File: src/design/bce_pkg.sv
// Shared types and constants for the B-spline curve evaluation unit.
package bce_pkg;

    localparam int ORDER_DEF    = 4;
    localparam int MAX_CTRL_DEF = 64;

    localparam logic [1:0] REQ_KNOT = 2'd0;
    localparam logic [1:0] REQ_CTRL = 2'd1;
    localparam logic [1:0] REQ_EVAL = 2'd2;

    localparam logic [1:0] REG_RANGE_START = 2'd0;
    localparam logic [1:0] REG_RANGE_END   = 2'd1;
    localparam logic [1:0] REG_CTRL_COUNT  = 2'd2;

    localparam logic signed [31:0] RANGE_START_RST = 32'sd0;
    localparam logic signed [31:0] RANGE_END_RST   = 32'sd65536;
    localparam logic [6:0]         CTRL_COUNT_RST  = 7'd4;

    // divider: |num| << 16 needs 49 bits
    localparam int DVD_W = 49;
    localparam int CNT_W = 6;

    typedef enum logic [5:0] {
        ST_IDLE, ST_CHECK,
        ST_L1_PRIME, ST_L1_LATCH, ST_L1_RD, ST_L1_WR,
        ST_LV_START, ST_LV_PRIME,
        ST_K0, ST_K1, ST_K2, ST_K3, ST_K4,
        ST_D0, ST_D0_WAIT, ST_D1, ST_D1_WAIT,
        ST_M0, ST_M1, ST_M2,
        ST_FN_START, ST_F0, ST_F1, ST_F2, ST_F3, ST_F4,
        ST_OUT_SUM, ST_EP_RD, ST_EP_OUT, ST_OUT_ERR
    } state_t;

    typedef enum logic [5:0] {
        OP_IDLE, OP_WR_KNOT, OP_WR_CTRL, OP_LOAD,
        OP_L1_PRIME, OP_L1_LATCH, OP_L1_RD, OP_L1_WR,
        OP_LV_START, OP_LV_PRIME,
        OP_K0, OP_K1, OP_K2, OP_K3, OP_K4,
        OP_D0, OP_D0_WAIT, OP_W0_ZERO, OP_D1, OP_D1_WAIT, OP_W1_ZERO,
        OP_M0, OP_M1, OP_M2,
        OP_FN_START, OP_F0, OP_F1, OP_F2, OP_F3, OP_F4,
        OP_OUT_SUM, OP_EP_RD, OP_EP_OUT, OP_OUT_ERR
    } dp_op_t;

    typedef struct packed {
        dp_op_t op;
    } dp_cmd_t;

    typedef struct packed {
        logic t_eq_start;
        logic t_eq_end;
        logic t_out;
        logic knot_eq0;
        logic knot_eq1;
        logic div_done;
        logic idx_last_l1;
        logic idx_last_lv;
        logic idx_last_fn;
        logic lvl_last;
    } dp_sts_t;

endpackage

File: src/design/bce_ctrl.sv
// Sequencer for store writes, basis level sweeps and the weighted sum.
module bce_ctrl
    import bce_pkg::*;
(
    input  logic       clk,
    input  logic       rst_n,
    input  logic       start,
    input  logic [1:0] req_type,
    input  dp_sts_t    sts,
    output dp_cmd_t    cmd,
    output logic       busy
);

    state_t state_reg, state_next;

    always_ff @(posedge clk or negedge rst_n)
    begin
        if (!rst_n)
        begin
            state_reg <= ST_IDLE;
        end
        else
        begin
            state_reg <= state_next;
        end
    end

    always_comb
    begin
        state_next = state_reg;
        cmd.op     = OP_IDLE;
        case (state_reg)
            ST_IDLE:
            begin
                if (start)
                begin
                    case (req_type)
                        REQ_KNOT: cmd.op = OP_WR_KNOT;
                        REQ_CTRL: cmd.op = OP_WR_CTRL;
                        REQ_EVAL:
                        begin
                            cmd.op     = OP_LOAD;
                            state_next = ST_CHECK;
                        end
                        default: cmd.op = OP_IDLE;
                    endcase
                end
            end
            ST_CHECK:
            begin
                if (sts.t_eq_start || sts.t_eq_end)
                begin
                    state_next = ST_EP_RD;
                end
                else if (sts.t_out)
                begin
                    state_next = ST_OUT_ERR;
                end
                else
                begin
                    state_next = ST_L1_PRIME;
                end
            end
            ST_L1_PRIME:
            begin
                cmd.op     = OP_L1_PRIME;
                state_next = ST_L1_LATCH;
            end
            ST_L1_LATCH:
            begin
                cmd.op     = OP_L1_LATCH;
                state_next = ST_L1_RD;
            end
            ST_L1_RD:
            begin
                cmd.op     = OP_L1_RD;
                state_next = ST_L1_WR;
            end
            ST_L1_WR:
            begin
                cmd.op     = OP_L1_WR;
                state_next = sts.idx_last_l1 ? ST_LV_START : ST_L1_RD;
            end
            ST_LV_START:
            begin
                cmd.op     = OP_LV_START;
                state_next = ST_LV_PRIME;
            end
            ST_LV_PRIME:
            begin
                cmd.op     = OP_LV_PRIME;
                state_next = ST_K0;
            end
            ST_K0:
            begin
                cmd.op     = OP_K0;
                state_next = ST_K1;
            end
            ST_K1:
            begin
                cmd.op     = OP_K1;
                state_next = ST_K2;
            end
            ST_K2:
            begin
                cmd.op     = OP_K2;
                state_next = ST_K3;
            end
            ST_K3:
            begin
                cmd.op     = OP_K3;
                state_next = ST_K4;
            end
            ST_K4:
            begin
                cmd.op     = OP_K4;
                state_next = ST_D0;
            end
            ST_D0:
            begin
                if (sts.knot_eq0)
                begin
                    cmd.op     = OP_W0_ZERO;
                    state_next = ST_D1;
                end
                else
                begin
                    cmd.op     = OP_D0;
                    state_next = ST_D0_WAIT;
                end
            end
            ST_D0_WAIT:
            begin
                cmd.op = OP_D0_WAIT;
                if (sts.div_done)
                begin
                    state_next = ST_D1;
                end
            end
            ST_D1:
            begin
                if (sts.knot_eq1)
                begin
                    cmd.op     = OP_W1_ZERO;
                    state_next = ST_M0;
                end
                else
                begin
                    cmd.op     = OP_D1;
                    state_next = ST_D1_WAIT;
                end
            end
            ST_D1_WAIT:
            begin
                cmd.op = OP_D1_WAIT;
                if (sts.div_done)
                begin
                    state_next = ST_M0;
                end
            end
            ST_M0:
            begin
                cmd.op     = OP_M0;
                state_next = ST_M1;
            end
            ST_M1:
            begin
                cmd.op     = OP_M1;
                state_next = ST_M2;
            end
            ST_M2:
            begin
                cmd.op = OP_M2;
                if (!sts.idx_last_lv)
                begin
                    state_next = ST_K0;
                end
                else if (sts.lvl_last)
                begin
                    state_next = ST_FN_START;
                end
                else
                begin
                    state_next = ST_LV_START;
                end
            end
            ST_FN_START:
            begin
                cmd.op     = OP_FN_START;
                state_next = ST_F0;
            end
            ST_F0:
            begin
                cmd.op     = OP_F0;
                state_next = ST_F1;
            end
            ST_F1:
            begin
                cmd.op     = OP_F1;
                state_next = ST_F2;
            end
            ST_F2:
            begin
                cmd.op     = OP_F2;
                state_next = ST_F3;
            end
            ST_F3:
            begin
                cmd.op     = OP_F3;
                state_next = ST_F4;
            end
            ST_F4:
            begin
                cmd.op     = OP_F4;
                state_next = sts.idx_last_fn ? ST_OUT_SUM : ST_F0;
            end
            ST_OUT_SUM:
            begin
                cmd.op     = OP_OUT_SUM;
                state_next = ST_IDLE;
            end
            ST_EP_RD:
            begin
                cmd.op     = OP_EP_RD;
                state_next = ST_EP_OUT;
            end
            ST_EP_OUT:
            begin
                cmd.op     = OP_EP_OUT;
                state_next = ST_IDLE;
            end
            ST_OUT_ERR:
            begin
                cmd.op     = OP_OUT_ERR;
                state_next = ST_IDLE;
            end
            default:
            begin
                state_next = ST_IDLE;
            end
        endcase
    end

    assign busy = (state_reg != ST_IDLE);

    a_eval_enters_check: assert property (@(posedge clk) disable iff (!rst_n)
        start && !busy && req_type == REQ_EVAL |=> state_reg == ST_CHECK)
        else $error("evaluate item did not start a check");

    a_div_done_advances: assert property (@(posedge clk) disable iff (!rst_n)
        state_reg == ST_D0_WAIT && sts.div_done |=> state_reg == ST_D1)
        else $error("falling weight division not started after rising weight");

    a_level_loops: assert property (@(posedge clk) disable iff (!rst_n)
        state_reg == ST_M2 && !sts.idx_last_lv |=> state_reg == ST_K0)
        else $error("level sweep ended early");

endmodule

File: config.mk
export PLATFORM = sky130hd
export DESIGN_NAME = bce_ctrl
export DESIGN_NICKNAME = d
export VERILOG_FILES = /design/src/design/bce_pkg.sv /design/src/design/bce_ctrl.sv
export SDC_FILE = /design/constraint.sdc
export NUM_CORES = 1
export LEC_CHECK = 0
export BUFFER_PORTS_ARGS = -buffer_cell sky130_fd_sc_hd__buf_2
export CORE_UTILIZATION = 45
export DETAILED_ROUTE_END_ITERATION = 8
export GPL_ROUTABILITY_DRIVEN = 1
export PLACE_DENSITY_LB_ADDON = 0.12
export SYNTH_ARGS = -nofsm -noshare
export SYNTH_HDL_FRONTEND = slang
export SYNTH_SLANG_ARGS = --single-unit
File: constraint.sdc
create_clock -name clk -period 1.2 [get_ports clk]
set_input_delay 0.18 -clock clk [delete_from_list [all_inputs] [get_ports clk]]
set_output_delay 0.18 -clock clk [all_outputs]
set_load 0.05 [all_outputs]
==> impl_metrics.toml, run 1 <==
[run_status]
status = "stopped before the end"
flow.stopped_at = "global routing"
tool.error = "[ERROR DPL-0038] Utilization greater than 100%, impossible to legalize"

[floorplanning]
io_pins = 22
fp-row-count = 14
start_util = 0.4844
die_x_um = 42.50
die_h_um = 42.50

[synth]
synth_cell_types = 42
synth_edf_count = 0
ys_ff_latch = 5
avgSynthCellArea_um2 = 7.690
ys.flop_type = "dfrtp_1"
netlist_top_cells_area = "dfrtp_1 (17%), buf_6 (9.2%), nand2_1 (5.1%)"
seq_area_frac_synth = 0.1695
synth_top_area_share = 0.1695
synthCells = 96
netlist_area_um2 = 738.2
synth_top_area_cell = "dfrtp_1"
ys_warn_count = 0
syn_nets = 112
synthArstFlopShare = 1.000

[global_route]
grt_max_degree = 17

[clocking]
cts.sinks = 5
clk_path_buf_depth = 2
htree_num_levels = 1
cts_buffers = 3
clockRootBuffer = "clkbuf_4"

[timing]
postGrtWorstEndpoint = "cmd[1]"
endpoint_type = "primary output"

[placement]
gp_congestion = 0.9167
dp_slack_ns = -0.4395
portBuffers = 21
dp_hpwl_um = 1758
-- stage by stage --
step	std cells	setup TNS (ns)	hold WS, ns	area [µm²]
after CTS	163	-4.697	0.1958	1255
after detailed placement	153	-3.670	-0.001865	1075
after global placement	153	-3.327	-0.004039	1075
after floorplan	96	-2.889	-0.1156	818.3
-- Yosys cell counts (2+ instances only) --
library cell and n:
inv_1 4, a311oi_1 2, nand3b_1 2, o211ai_1 2
nand3_1 5, o31ai_1 3, nand2b_1 2, a31oi_1 2
nor2_1 7, a21oi_1 6, nand4_1 3, buf_2 4
a21o_1 2, o22ai_1 2, buf_6 6, a211oi_1 2
dfrtp_1 5, o21ai_0 4, nand2_1 10
-- cell families after synthesis --
logic type,share of synthesized area
AOI/OAI and AO/OA,0.3288
adders and majority gates,0.01695
buffers and inverters,0.1390
DFF,0.1695
muxes,0.01356
and+or+nand+nor,0.3322
-- repair_timing --
| action | 4_1_cts |
|---|---|
| pin swaps | 6 |
| hold buffers | 1 |
| setup buffers | 5 |
| hold endpoints to repair | 5 |
| setup endpoints to repair | 12 |
| gates resized for setup | 30 |
==> inputs of run 2 (changes only) <==
--- a/config.mk
+++ b/config.mk
@@ -6,10 +6,11 @@
 export NUM_CORES = 1
 export LEC_CHECK = 0
 export BUFFER_PORTS_ARGS = -buffer_cell sky130_fd_sc_hd__buf_2
-export CORE_UTILIZATION = 45
+export CORE_AREA = 2 2 63 65
 export DETAILED_ROUTE_END_ITERATION = 8
+export DIE_AREA = 0 0 65 67
 export GPL_ROUTABILITY_DRIVEN = 1
-export PLACE_DENSITY_LB_ADDON = 0.12
+export PLACE_DENSITY_LB_ADDON = 0.15
 export SYNTH_ARGS = -nofsm -noshare
 export SYNTH_HDL_FRONTEND = slang
 export SYNTH_SLANG_ARGS = --single-unit
==> constraint.sdc (replaced) <==
create_clock -name clk -period 1.55 [get_ports clk]
set_input_delay 0.2325 -clock clk [delete_from_list [all_inputs] [get_ports clk]]
set_output_delay 0.2325 -clock clk [all_outputs]
set_load 0.05 [all_outputs]
==> run 2 against run 1 <==
The flow now finishes, with violations (setup timing). Synthesized cell count stayed put. Synthesized area stayed put.
==> impl_metrics.toml, run 2 <==
[global_route]
antenna_found_initial = 0
grt_max_degree = 15
gr-total-overflow = 0
grt_pass1_wl_um = 4291
gr-usage-met3 = 0.01689
top_usage_layer = "met2"
first_global_vias = 946
met1_usage = 0.1574
grtUsageMet2 = 0.2332
grt_use_total = 0.1279

[cells_and_area]
num_antenna_cells = 0
syn2layout_area_growth_pct = 84.41
nFillCells = 384
layout_commonest_cell = "buf_4"
most-common-layout-cells = "buf_4 (30), buf_2 (14), buf_6 (12)"
finalNetCount = 166
largest_reg_flops = 5
layout-drive-gt1-share = 0.5906

[synth]
synth_top_area_share = 0.1695
synth_common_cells = "nand2_1 (10), nor2_1 (7), a21oi_1 (6), buf_6 (6)"
synth-xor-area-share = 0
avgSynthCellArea_um2 = 7.690
synth_cell_types = 42
seq_area_frac_synth = 0.1695
synth-simple-area-share = 0.3322
synth_edf_count = 0
netlist_top_cells_area = "dfrtp_1 (17%), buf_6 (9.2%), nand2_1 (5.1%)"
ys_ff_latch = 5
ys_warn_count = 0
syn_nets = 112
synthCells = 96
synthArstFlopShare = 1.000
netlist_area_um2 = 738.2
ys.flop_type = "dfrtp_1"
synth_top_family_by_area = "simple AND/OR/NAND/NOR gates"
synth_compound_area_frac = 0.3288
yosys.area_share.adder = 0.01695
synth_top_area_cell = "dfrtp_1"
yosysMostFrequentCell = "nand2_1"
synth_mux_area_frac = 0.01356

[critical_path]
crit_arrival_ns = 1.58
regToRegEndpoint = "state_reg[0]"
reg2reg_from = "state_reg[2]"
r2r_cells = 7
cpPeakStageDelay_ns = 0.43
worstPathRequired_ns = 1.32
rrSetupSlack_ns = 0
path_max_fanout = 4
worstSetupPathType = "flip-flop to primary output"
crit_slowest_cell = "dfrtp_2"
start_kind = "flip-flop"
crit_chain = "nor4_4 -> nand3b_1 -> o22ai_4 -> buf_6"
critPathCaptureType = "primary output"

[timing]
setup_viol = 7
drv_slew = 0
fin_crit_sh = 1.172
max_freq_mhz = 550.7
rsz0062_at_grt = "yes"
clock_skew_ns = 0.001685
finalHoldViolCount = 0
final.setup.tns_ns = -1.111
relSlewSlack = 0.7836
worst_pin_slew_ns = 0.3221
fin_ws_ns = -0.2660
post-route-min-period_ns = 1.816

[worst_hold_path]
hp-start = "sts[0]"
min_path_cells = 3
hp-class = "input pin to flip-flop"
hold_end = "state_reg[4]"

[detailed_routing]
detailroute.via_count = 945
drt.antenna.violating_nets = 0
wire_per_inst_um = 13.40
avgViaCountPerCell = 4.797
drc = 0
drtIter0Drc = 49
drt-pass1-iter-count = 4
wl_um = 2639

[placement]
dp_hpwl_um = 2051
portBuffers = 21
dp_slack_ns = -0.1800
gp_congestion = 0.8940

[clocking]
htree_num_levels = 1
clock_latency_ns = 0.22
cts_tree = "done"
cts_buffers = 3
clockRootBuffer = "clkbuf_8"
clk_path_buf_depth = 2
cts.sinks = 5
clkTransAtPathRegs_ns = 0.03

[run]
drv_cap = 0

[power]
powerDensity_mw_per_mm2 = 2543
p_total_w = 0.003461
p_leak_nw = 0.5754
vdd_drop_max_mv = 0.6681

[floorplanning]
die_area_mm2 = 0.004355
start_util = 0.2047
die_h_um = 67
fp-row-count = 22
io_pins = 22
core_area_mm2 = 0.003606
die_x_um = 65

[run_status]
status = "finished, violations left"
violations = "setup timing"
==> run 2: cell counts after synthesis <==
Identical to the previous run, type by type.
==> run 2: cell families after synthesis <==
| logic type | after synthesis |
|---|---|
| AO/OA/AOI/OAI | 34 |
| adder cells (fa/ha/maj) | 1 |
| buffers and inverters | 14 |
| flip-flops | 5 |
| multiplexers | 1 |
| AND/OR/NAND/NOR | 41 |
==> run 2: worst max-delay path, delay by kind of cell, from the launching register on <==
family / cells / cell delay (ns)
and+or+nand+nor: 2 / 0.53
DFF: 1 / 0.43
AOI/OAI and AO/OA: 1 / 0.22
buffers and inverters: 1 / 0.18
==> run 2: area by class of cell <==
type | instances | area (µm²) | area share
well taps | 48 | 60.06 | 0.04412
flip-flops and latches | 5 | 130.1 | 0.09559
clock buffers | 4 | 45.04 | 0.03309
repair buffers | 59 | 480.5 | 0.3529
multi-input cells | 77 | 625.6 | 0.4596
inverters | 4 | 20.02 | 0.01471
==> run 2: metal layers <==
layer / part of all wire / routed length, µm
met1: 0.45 / 1189
met2: 0.51 / 1352
met3: 0.037 / 98
met4: 0 / 0
met5: 0 / 0
==> run 2: metrics by stage <==
| step | util | std cells | hold WS, ns | cell area [µm²] |
|---|---|---|---|---|
| 2_1_floorplan | - | 96 | -0.06309 | 800.8 |
| 3_3_place_gp | 0.3071 | 183 | 0.05345 | 1107 |
| 3_5_place_dp | 0.3071 | 183 | 0.05397 | 1107 |
| 4_1_cts | 0.3609 | 196 | 0.2760 | 1301 |
| 5_1_grt | 0.3775 | 197 | 0.3032 | 1361 |
| 6_report | 0.3775 | 197 | 0.2800 | 1361 |
==> run 2: timing repair <==
action / 4_1_cts / 5_1_grt
endpoints found under the setup margin: 8 / 11
buffers inserted: 8 / 1
gates resized for setup: 28 / 11
hold endpoints to repair: 5 / 0
hold buffers: 1 / 0
cloned: 0 / 0
pin swaps: 7 / 7
==> run 2: worst max-delay path by stage <==
stage                       startpoint     end  depth (start not counted)
after floorplan           state_reg[1]  cmd[1]                          4
after global placement    state_reg[1]  cmd[1]                          4
after detailed placement  state_reg[1]  cmd[1]                          4
after CTS                 state_reg[2]  cmd[1]                          4
after global routing      state_reg[2]  cmd[1]                          4
final                     state_reg[2]  cmd[1]                          4
==> run 2: where the power goes <==
part	switching, W	internal (W)	total [W]
sequential	0.000119	0.000210	0.000329
combinational	0.00152	0.00138	0.00290
clock	0.0000605	0.000176	0.000237
total	0.00170	0.00176	0.00346
No activity file was read; power rests on OpenSTA's default activity.
